$ cat config.mk
export PLATFORM = sky130hd
export DESIGN_NAME = dns_name_wire_parser_core_flat
export DESIGN_NICKNAME = d
export VERILOG_FILES = /design/src/rtl/dnp_pkg.sv /design/src/rtl/dnp_byte_if.sv /design/src/rtl/dnp_result_if.sv /design/src/rtl/dnp_cfg_if.sv /design/src/rtl/dns_name_wire_parser_core.sv /design/src/flat_wrapper.sv
export SDC_FILE = /design/constraint.sdc
export NUM_CORES = 1
export LEC_CHECK = 0
export BUFFER_PORTS_ARGS = -buffer_cell sky130_fd_sc_hd__buf_2
export CAP_MARGIN = 20
export CORE_MARGIN = 10
export CORE_UTILIZATION = 58
export DETAILED_ROUTE_END_ITERATION = 12
export PLACE_DENSITY = 0.78
export SYNTH_ARGS = -nofsm -noshare
export SYNTH_HDL_FRONTEND = slang
export SYNTH_SLANG_ARGS = --single-unit
$ cat constraint.sdc
create_clock -name i_clk -period 6.32 [get_ports i_clk]
set_clock_uncertainty 0.1 [all_clocks]
set_input_delay 0.316 -clock i_clk [delete_from_list [all_inputs] [get_ports i_clk]]
set_output_delay 0.316 -clock i_clk [all_outputs]
set_load 0.03 [all_outputs]
$ cat src/rtl/dnp_pkg.sv
package dnp_pkg;

    typedef enum logic [1:0] {
        PH_LEN   = 2'd0,
        PH_LABEL = 2'd1,
        PH_PTR   = 2'd2,
        PH_DONE  = 2'd3
    } t_phase;

    localparam int unsigned LEFT_W = 6;
    localparam logic [7:0] PTR_MASK = 8'hC0;

    localparam int unsigned POS_W   = 9;
    localparam int unsigned NLEN_W  = 9;
    localparam int unsigned LTOT_W  = 8;

endpackage

$ cat src/rtl/dnp_byte_if.sv
interface dnp_byte_if;
    logic       valid;
    logic       ready;
    logic [7:0] name_byte;
    logic       last;

    modport source (output valid, output name_byte, output last, input ready);
    modport sink   (input valid, input name_byte, input last, output ready);
endinterface

$ cat src/rtl/dnp_result_if.sv
interface dnp_result_if;
    logic       valid;
    logic       ready;
    logic [8:0] label_position;
    logic       is_final;
    logic       status;
    logic [8:0] name_length;
    logic [7:0] label_total;

    modport source (
        output valid, output label_position, output is_final, output status,
        output name_length, output label_total, input ready
    );
    modport sink (
        input valid, input label_position, input is_final, input status,
        input name_length, input label_total, output ready
    );
endinterface

$ cat src/rtl/dnp_cfg_if.sv
interface dnp_cfg_if;
    logic valid;
    logic ready;
    logic label_mode;

    modport source (output valid, output label_mode, input ready);
    modport sink   (input valid, input label_mode, output ready);
endinterface

$ cat src/rtl/dns_name_wire_parser_core.sv
// An item is registered on acceptance and its result, if any, is registered
// in the output stage as the item leaves the input register; a stalled result holds the item.
// Throughput: one item per cycle while the result output is not stalled.
// Reset is synchronous and active low; it clears the parse state, the valid
// flags of both stages and the label mode register.
module dns_name_wire_parser_core #(
    parameter int unsigned MAX_LABEL_BYTES = 63,
    parameter int unsigned MAX_NAME_BYTES  = 256
) (
    input  logic  i_clk,
    input  logic  i_rst_n,
    dnp_byte_if.sink     i_byte,
    dnp_cfg_if.sink      i_cfg,
    dnp_result_if.source o_result
);
    import dnp_pkg::*;

    localparam int unsigned IW = $clog2(MAX_NAME_BYTES + 3);
    localparam int unsigned CW = $clog2(MAX_NAME_BYTES / 2 + 2);
    localparam int unsigned SW = ((IW > 8) ? IW : 8) + 1;

    logic             r_mode;
    logic             r_in_valid;
    logic [7:0]       r_in_byte;
    logic             r_in_last;
    t_phase           r_phase;
    logic [LEFT_W-1:0] r_left;
    logic [IW-1:0]    r_index;
    logic [CW-1:0]    r_labels;

    t_phase           n_phase;
    logic [LEFT_W-1:0] n_left;
    logic [IW-1:0]    n_index;
    logic [CW-1:0]    n_labels;

    logic             r_out_valid;
    logic [POS_W-1:0] r_out_pos;
    logic             r_out_fin;
    logic             r_out_err;
    logic [NLEN_W-1:0] r_out_nlen;
    logic [LTOT_W-1:0] r_out_ltot;

    logic             s2_go;
    logic             is_ptr;
    logic             b_zero;
    logic             too_long;
    logic [IW-1:0]    next_index;
    logic [SW-1:0]    label_end;
    logic             emit;
    logic             fin;
    logic             err;
    logic [POS_W-1:0] pos;
    logic [NLEN_W-1:0] nlen;
    logic [LTOT_W-1:0] ltot;

    assign s2_go        = r_in_valid && (!r_out_valid || o_result.ready);
    assign i_byte.ready = !r_in_valid || s2_go;
    assign i_cfg.ready  = 1'b1;

    assign is_ptr     = (r_in_byte & PTR_MASK) == PTR_MASK;
    assign b_zero     = r_in_byte == 8'd0;
    assign next_index = r_index + IW'(1);
    assign label_end  = SW'(next_index) + SW'(r_in_byte);
    assign too_long   = (r_in_byte > 8'(MAX_LABEL_BYTES))
                     || (label_end > SW'(MAX_NAME_BYTES));

    // Next parse state.
    always_comb begin
        n_phase  = r_phase;
        n_left   = r_left;
        n_index  = r_index;
        n_labels = r_labels;
        case (r_phase)
            PH_LEN: begin
                n_index = next_index;
                if (r_mode) begin
                    n_labels = r_labels + CW'(1);
                    if (b_zero || too_long) begin
                        n_phase = PH_DONE;
                    end else begin
                        n_left  = r_in_byte[LEFT_W-1:0];
                        n_phase = PH_LABEL;
                    end
                end else if (is_ptr) begin
                    n_phase = PH_PTR;
                end else if (b_zero || too_long) begin
                    n_phase = PH_DONE;
                end else begin
                    n_left  = r_in_byte[LEFT_W-1:0];
                    n_phase = PH_LABEL;
                end
            end
            PH_LABEL: begin
                n_index = next_index;
                n_left  = r_left - LEFT_W'(1);
                if (r_left == LEFT_W'(1)) begin
                    n_phase = PH_LEN;
                end
            end
            PH_PTR: begin
                n_index = next_index;
                n_phase = PH_DONE;
            end
            default: begin
            end
        endcase
        if (r_in_last) begin
            n_phase  = PH_LEN;
            n_left   = '0;
            n_index  = '0;
            n_labels = '0;
        end
    end

    // Result of the current item.
    always_comb begin
        emit = 1'b0;
        fin  = 1'b0;
        err  = 1'b0;
        pos  = '0;
        nlen = '0;
        ltot = '0;
        case (r_phase)
            PH_LEN: begin
                if (r_mode) begin
                    emit = 1'b1;
                    pos  = POS_W'(r_index);
                    if (b_zero) begin
                        fin  = 1'b1;
                        nlen = NLEN_W'(next_index);
                        ltot = LTOT_W'(r_labels + CW'(1));
                    end else if (too_long) begin
                        fin = 1'b1;
                        err = 1'b1;
                    end
                end else if (!is_ptr) begin
                    if (b_zero) begin
                        emit = 1'b1;
                        fin  = 1'b1;
                        nlen = NLEN_W'(next_index);
                    end else if (too_long) begin
                        emit = 1'b1;
                        fin  = 1'b1;
                        err  = 1'b1;
                    end
                end
            end
            PH_PTR: begin
                emit = 1'b1;
                fin  = 1'b1;
                nlen = NLEN_W'(next_index);
            end
            default: begin
            end
        endcase
        if (r_in_last && !fin && r_phase != PH_DONE && r_phase != PH_PTR) begin
            emit = 1'b1;
            fin  = 1'b1;
            err  = 1'b1;
        end
        if (err) begin
            nlen = '0;
            ltot = '0;
        end
    end

    always_ff @(posedge i_clk) begin
        if (!i_rst_n) begin
            r_mode      <= 1'b0;
            r_in_valid  <= 1'b0;
            r_phase     <= PH_LEN;
            r_left      <= '0;
            r_index     <= '0;
            r_labels    <= '0;
            r_out_valid <= 1'b0;
        end else begin
            if (i_cfg.valid) begin
                r_mode <= i_cfg.label_mode;
            end
            if (i_byte.ready) begin
                r_in_valid <= i_byte.valid;
            end
            if (s2_go) begin
                r_phase  <= n_phase;
                r_left   <= n_left;
                r_index  <= n_index;
                r_labels <= n_labels;
            end
            if (s2_go && emit) begin
                r_out_valid <= 1'b1;
            end else if (o_result.ready) begin
                r_out_valid <= 1'b0;
            end
        end
    end

    always_ff @(posedge i_clk) begin
        if (i_byte.valid && i_byte.ready) begin
            r_in_byte <= i_byte.name_byte;
            r_in_last <= i_byte.last;
        end
        if (s2_go && emit) begin
            r_out_pos  <= pos;
            r_out_fin  <= fin;
            r_out_err  <= err;
            r_out_nlen <= nlen;
            r_out_ltot <= ltot;
        end
    end

    assign o_result.valid          = r_out_valid;
    assign o_result.label_position = r_out_pos;
    assign o_result.is_final       = r_out_fin;
    assign o_result.status         = r_out_err;
    assign o_result.name_length    = r_out_nlen;
    assign o_result.label_total    = r_out_ltot;

    a_left_nonzero: assert property (@(posedge i_clk) disable iff (!i_rst_n)
        r_phase == PH_LABEL |-> r_left != '0)
        else $error("Label phase entered with no label bytes left.");

    a_index_bound: assert property (@(posedge i_clk) disable iff (!i_rst_n)
        r_index <= IW'(MAX_NAME_BYTES + 2))
        else $error("Byte offset ran past the name limit.");

    a_error_final: assert property (@(posedge i_clk) disable iff (!i_rst_n)
        r_out_valid && r_out_err |-> r_out_fin && r_out_nlen == '0 && r_out_ltot == '0)
        else $error("Error result is not a final result with cleared counts.");

    a_last_clears: assert property (@(posedge i_clk) disable iff (!i_rst_n)
        s2_go && r_in_last |=> r_phase == PH_LEN && r_index == '0 && r_labels == '0)
        else $error("Parse state not cleared after the last item of a buffer.");

    a_last_final: assert property (@(posedge i_clk) disable iff (!i_rst_n)
        s2_go && r_in_last && r_phase != PH_DONE |=> r_out_valid && r_out_fin)
        else $error("Buffer ended without a final result.");

endmodule
$ cat src/flat_wrapper.sv
// flat-port wrapper written by rule: the top's interface ports become plain ports
module dns_name_wire_parser_core_flat import dnp_pkg::*;
#(
    parameter int unsigned MAX_LABEL_BYTES = 63,
    parameter int unsigned MAX_NAME_BYTES  = 256
)
  (i_clk, i_rst_n, i_byte_valid, i_byte_name_byte, i_byte_last, i_byte_ready, i_cfg_valid, i_cfg_label_mode, i_cfg_ready, o_result_valid, o_result_label_position, o_result_is_final, o_result_status, o_result_name_length, o_result_label_total, o_result_ready);
  dnp_byte_if i_byte_i ();
  dnp_cfg_if i_cfg_i ();
  dnp_result_if o_result_i ();
  input  logic i_clk;
  input  logic i_rst_n;
  input wire logic [$bits(i_byte_i.valid)-1:0] i_byte_valid;
  input wire logic [$bits(i_byte_i.name_byte)-1:0] i_byte_name_byte;
  input wire logic [$bits(i_byte_i.last)-1:0] i_byte_last;
  output wire logic [$bits(i_byte_i.ready)-1:0] i_byte_ready;
  input wire logic [$bits(i_cfg_i.valid)-1:0] i_cfg_valid;
  input wire logic [$bits(i_cfg_i.label_mode)-1:0] i_cfg_label_mode;
  output wire logic [$bits(i_cfg_i.ready)-1:0] i_cfg_ready;
  output wire logic [$bits(o_result_i.valid)-1:0] o_result_valid;
  output wire logic [$bits(o_result_i.label_position)-1:0] o_result_label_position;
  output wire logic [$bits(o_result_i.is_final)-1:0] o_result_is_final;
  output wire logic [$bits(o_result_i.status)-1:0] o_result_status;
  output wire logic [$bits(o_result_i.name_length)-1:0] o_result_name_length;
  output wire logic [$bits(o_result_i.label_total)-1:0] o_result_label_total;
  input wire logic [$bits(o_result_i.ready)-1:0] o_result_ready;
  assign i_byte_i.valid = i_byte_valid;
  assign i_byte_i.name_byte = i_byte_name_byte;
  assign i_byte_i.last = i_byte_last;
  assign i_byte_ready = i_byte_i.ready;
  assign i_cfg_i.valid = i_cfg_valid;
  assign i_cfg_i.label_mode = i_cfg_label_mode;
  assign i_cfg_ready = i_cfg_i.ready;
  assign o_result_valid = o_result_i.valid;
  assign o_result_label_position = o_result_i.label_position;
  assign o_result_is_final = o_result_i.is_final;
  assign o_result_status = o_result_i.status;
  assign o_result_name_length = o_result_i.name_length;
  assign o_result_label_total = o_result_i.label_total;
  assign o_result_i.ready = o_result_ready;
  dns_name_wire_parser_core #(.MAX_LABEL_BYTES(MAX_LABEL_BYTES), .MAX_NAME_BYTES(MAX_NAME_BYTES)) u_core (.i_clk(i_clk), .i_rst_n(i_rst_n), .i_byte(i_byte_i), .i_cfg(i_cfg_i), .o_result(o_result_i));
endmodule
# Word level (Yosys, flattened, before mapping)
# Index checks and enable logic that the tools add are counted.
[op_classes]
n_addsub = 4
n_lt_le_gt_ge = 2
n_eq_ne = 8
n_bitwise = 3
n_reduce_logical = 28
n_mux = 35
[op_table]
columns = ["cell", "n"]
rows = [
  ["9-bit two-way mux", 5],
  ["6-bit two-way mux", 4],
  ["8-bit two-way mux", 3],
  ["9-bit one-hot mux with 2 select lines", 1],
  ["1-bit two-way mux", 13],
  ["6-bit one-hot mux with 2 select lines", 1],
  ["9-bit by 8-bit adder with 10-bit output", 1],
  ["10-bit by 9-bit greater-than comparator with 1-bit output (second input constant)", 1],
  ["2-bit two-way mux", 5],
  ["9-bit by 1-bit adder with 9-bit output (second input constant)", 1],
  ["3-bit AND reduction", 3],
  ["8-bit by 1-bit adder with 8-bit output (second input constant)", 1],
  ["8-bit by 6-bit greater-than comparator with 1-bit output (second input constant)", 1],
  ["8-bit zero test", 1],
  ["2-bit nonzero test", 4],
  ["6-bit by 1-bit == test with 1-bit output (second input constant)", 1],
  ["1-bit logical AND", 6],
  ["2-bit one-hot mux with 3 select lines", 1],
  ["6-bit by 1-bit subtractor with 6-bit output (second input constant)", 1],
  ["2-bit == test (second input constant)", 2],
  ["1-bit logical OR", 4],
  ["2-bit != test (second input constant)", 2],
  ["4-bit by 2-bit != test with 1-bit output (second input constant)", 1],
  ["1-bit one-hot mux with 2 select lines", 2],
  ["other kinds (10)", 15],
]
[totals]
inputBits = 15
register_bits = 65
elab_cells = 94
out_inout_bits = 31

# Logic depth before layout (Yosys ltp)
[logic_depth]
word_depth = 16
mapped_depth = 12
mapped_depth_nobuf = 12

# Worst setup path after synthesis
# Ideal clock, no wire load.
[synth_timing]
path_kind = "register to register"
startpoint = "reg u_core.r_index[2]"
endpoint = "reg u_core.r_out_fin (netlist: u_core.o_result.is_final) (enable)"
setup_slack_ps = 1887
synth_period_minus_slack_ps = 4433
t_required_ps = 5798
t_arrival_ps = 3910
stages_incl_launch_ff = 13
path_cell_list = "dfxtp_1 > and3_1 > nand3_1 > xnor2_1 > ha_1 > buf_4 > or3b_1 > and4_1 > o221ai_1 > a2111oi_4 > o211ai_1 > a311oi_2 > a21oi_1"
[synth_between]
elab_chain_cells = 15
[synth_lines]
columns = ["item", "line_no", "text"]
rows = [
  ["start: declaration", "dns_name_wire_parser_core.sv:28", "logic [IW-1:0] r_index;"],
  ["start signal: assignment", "dns_name_wire_parser_core.sv:186", "r_index <= n_index;"],
  ["9-bit by 1-bit adder with 9-bit output *", "dns_name_wire_parser_core.sv:62", "assign next_index = r_index + IW'(1);"],
  ["9-bit by 8-bit adder with 10-bit output *", "dns_name_wire_parser_core.sv:63", "assign label_end = SW'(next_index) + SW'(r_in_byte);"],
  ["10-bit by 9-bit greater-than comparator with 1-bit output *", "dns_name_wire_parser_core.sv:65", "|| (label_end > SW'(MAX_NAME_BYTES));"],
  ["1-bit logical OR *", "dns_name_wire_parser_core.sv:65", ""],
  ["1-bit two-way mux *", "dns_name_wire_parser_core.sv:132, dns_name_wire_parser_core.sv:141", ""],
  ["1-bit two-way mux *", "dns_name_wire_parser_core.sv:128, dns_name_wire_parser_core.sv:137", ""],
  ["1-bit two-way mux", "dns_name_wire_parser_core.sv:136", "end else if (!is_ptr) begin"],
  ["1-bit two-way mux", "dns_name_wire_parser_core.sv:125", "if (r_mode) begin"],
  ["1-bit one-hot mux with 2 select lines", "dns_name_wire_parser_core.sv:123", "case (r_phase)"],
  ["1-bit zero test", "dns_name_wire_parser_core.sv:156", "if (r_in_last && !fin && r_phase != PH_DONE && r_phase != PH_PTR) begin"],
  ["1-bit logical AND (3 in a row)", "dns_name_wire_parser_core.sv:156", ""],
  ["1-bit two-way mux *", "dns_name_wire_parser_core.sv:156", ""],
  ["1-bit logical AND *", "dns_name_wire_parser_core.sv:202", "if (s2_go && emit) begin"],
  ["end signal: assignment", "dns_name_wire_parser_core.sv:204", "r_out_fin <= fin;"],
  ["end: declaration", "dns_name_wire_parser_core.sv:38", "logic r_out_fin;"],
]
# Every way passes the cells marked *; elsewhere a longest branch is shown, timed or not.
# A chain may end at the register's enable or synchronous reset.

# Final worst setup path
[layout_timing]
startpoint = "reg u_core.r_index[0]"
endpoint = "reg u_core.r_out_pos[2] (netlist: u_core.o_result.label_position[2]) (enable)"
[layout_between]
elab_chain_cells = 15
[layout_lines]
columns = ["item", "line_no", "text"]
rows = [
  ["9-bit by 1-bit adder with 9-bit output *", "dns_name_wire_parser_core.sv:62", ""],
  ["9-bit by 8-bit adder with 10-bit output *", "dns_name_wire_parser_core.sv:63", ""],
  ["10-bit by 9-bit greater-than comparator with 1-bit output *", "dns_name_wire_parser_core.sv:65", ""],
  ["1-bit logical OR *", "dns_name_wire_parser_core.sv:65", ""],
  ["1-bit two-way mux *", "dns_name_wire_parser_core.sv:132, dns_name_wire_parser_core.sv:141", ""],
  ["1-bit two-way mux *", "dns_name_wire_parser_core.sv:128, dns_name_wire_parser_core.sv:137", ""],
  ["1-bit two-way mux", "dns_name_wire_parser_core.sv:136", ""],
  ["1-bit two-way mux", "dns_name_wire_parser_core.sv:125", ""],
  ["1-bit one-hot mux with 2 select lines", "dns_name_wire_parser_core.sv:123", ""],
  ["1-bit zero test", "dns_name_wire_parser_core.sv:156", ""],
  ["1-bit logical AND (3 in a row)", "dns_name_wire_parser_core.sv:156", ""],
  ["1-bit two-way mux *", "dns_name_wire_parser_core.sv:156", ""],
  ["1-bit logical AND *", "dns_name_wire_parser_core.sv:202", ""],
  ["end signal: assignment", "dns_name_wire_parser_core.sv:203", "r_out_pos <= pos;"],
  ["end: declaration", "dns_name_wire_parser_core.sv:37", "logic [POS_W-1:0] r_out_pos;"],
]
# Marked as above.

==> run metrics <==
outcome complete, no violations; fin crit share 66.0%; nets@finish 441; CTS Hold Buffers Added 0; top post-synthesis cells by count nor2_1 (49), edfxtp_1 (37), a21oi_1 (28), dfxtp_1 (28), nand2_1 (22); synth top area cells edfxtp_1 (31%), dfxtp_1 (16%), ha_1 (6.7%), nor2_1 (5.2%), a21oi_1 (4.0%); post-DR vias/cell 5.86; Syn Inst Count 363; syn nets 398; Post-synth EDFFs 37; Layout area overhead 13.2%; Total GRT Usage 16.0%; max-cap viol count 0; initial antenna violation count 0; largest net degree at the start of global routing 29; ys flop type edfxtp_1; peak supply drop 115 uV; final instance area 0.00401 sq mm; number of global-route vias before repair 2653; final hold violation count 0; CP Capture Type register; Post-Route WL 7.86 mm; CTS buffer count 9; Die Footprint 0.00964 sq mm; post-synthesis async set-or-reset flop share 0%; max-slew violations 0; FF+latch count, synth 65; dpl hpwl 5.72 mm; Worst-Margin Slew 1.00 ns; crit start category register; number of post-CTS setup repair buffers 0; unrepaired setup endpoints after global routing no; crit path kind reg -> reg; layout cells sized above 1 17.3%; Final TNS setup 0 ns; Required @ worst endpoint 6.28 ns; Synth area leader edfxtp_1; final design utilization 67.8%; CTS tree done; Std-Cell Rows 28; PwrDens 231 mW/mm^2; Leakage 1.59 nW; first-pass GRT wire length 12.9 mm; CP arrival 4.13 ns; synth warn 0; worst min path class in -> reg; max frequency 240 MHz; Die X 98.2 um; Root Driver clkbuf_8; H-tree levels 3; diode count 0; WL per Instance 16.2 um; DP Area 0.00381 sq mm; endpoints failing setup 0; Slew HR 32.5%; PostCTS Resize Cnt 0; post-synth design cell area 0.00355 sq mm; Seq/Total Area, Yosys 47.1%; post-synth top area share 31.3%; CP max FO 28; worst skew pair latency 0.34 ns; synth unique cells 58; via count 2849; Clock transition at path regs 0.07 ns; number of routed nets with antenna violations 0; GPL Wtd Cong 0.891; DRT iter0 DRCs 141; clock buffer depth 2; top-count cell post-synth nor2_1; clock sinks 65; core area 0.00592 sq mm; minimum period implied by the final worst setup slack 4.17 ns; DIE HEIGHT 98.2 um; total congestion overflow 0; io pins 46; Avg Inst Size Synth 9.77 sq um; Port Buffers 44; total iterations of the first detailed-routing run 4; # DRC 0; Starting Density 59.9%; Power, Total 0.928 mW
-- final timing paths --
kind                       startpoint                           endpoint  slack, ns  depth (start not counted)
setup / recovery    u_core.r_index[0]  u_core.o_result.label_position[2]       2.15                         12
hold / removal    i_byte_name_byte[6]                u_core.r_in_byte[6]       0.05                          1
setup reg to reg    u_core.r_index[0]  u_core.o_result.label_position[2]       2.15                         12
hold reg to reg    u_core.r_labels[7]                 u_core.r_labels[7]       0.41                          2
-- cells in the final DEF, fill, tap and decap left out, drive strengths merged, types with 2 or more instances in the layout --
cell type  count
o221ai         5
dfxtp         28
nand3         14
nand3b         7
nor2          49
o211ai         3
xnor2         11
nor4           3
and3          16
nor3b          6
ha            19
a2111oi        2
a22oi          5
nand2         22
or2            2
a311oi         3
a211oi         2
o2111ai        2
o31ai          2
nor2b          3
and2           2
buf           45
nand2b         7
xor2           5
nor3           6
edfxtp        37
a21oi         29
o21ai         21
clkinv         2
clkbuf        13
nand4          2
inv           17
a221oi         2
-- cells by family after synthesis --
| family | synth area share, % |
|---|---|
| and+or+nand+nor | 20.7 |
| muxes | 0.282 |
| adders and majority gates | 7.27 |
| AOI/OAI and AO/OA | 17.1 |
| xor gates and xnor gates | 3.95 |
| DFF | 47.1 |
| buffers and inverters | 3.42 |
| other | 0.106 |
-- cell type report --
type                       instances  area [sq um]
clock buffer                      13           159
sequential                        65          1670
inverter                          17          63.8
clock inverter                     3          40.0
tap                               75          93.8
multi-input combinational        268          1760
fill                             455          1910
timing repair buffer              45           228
-- flip-flops by register name (all words and copies together) (netlist names) --
register	flops
u_core.r_in_valid	1
u_core.r_mode	1
u_core.r_in_last	1
u_core.r_left	6
u_core.o_result.label_position	9
u_core.o_result.status	1
u_core.r_index	9
u_core.o_result.label_total	8
u_core.o_result.valid	1
u_core.r_phase	2
u_core.r_in_byte	8
u_core.o_result.is_final	1
u_core.r_labels	8
u_core.o_result.name_length	9
-- metal layers --
metal / global-route usage (%) / wire length [um] / part of all wire [%] / vias to the layer above
met1: 20.0 / 3450 / 44 / 1322
met2: 24.6 / 3640 / 46 / 91
met5: 0 / 0 / 0 / -
met3: 4.86 / 598 / 7.6 / 19
li1: - / - / - / 1417
met4: 7.94 / 174 / 2.2 / 0
-- stage by stage --
stage / hold slack [ns] / setup WS, ns / std cells
detailed placement: 0.394 / 2.17 / 470
global route: 0.0348 / 1.93 / 486
finish: 0.0460 / 2.15 / 486
CTS: 0.0327 / 2.17 / 486
floorplan: 0.315 / 1.89 / 363
global placement: 0.382 / 2.36 / 470
-- critical path: stages (launching register included) --
cell and delay (ns):
dfxtp_1 0.46, ha_1 0.28, nand3_1 0.11, xnor2_1 0.39, ha_1 0.35, a21oi_1 0.26
nor2_1 0.08, or4b_4 0.50, a2111oi_4 0.43, o211ai_1 0.17, a311oi_2 0.40, a21oi_2 0.09
buf_4 0.25
-- power by group --
part           internal (mW)  switching (mW)
logic                 0.0327          0.0673
registers              0.460          0.0126
clock network          0.203           0.152
Note: power is estimated with default switching activity, not from simulation.
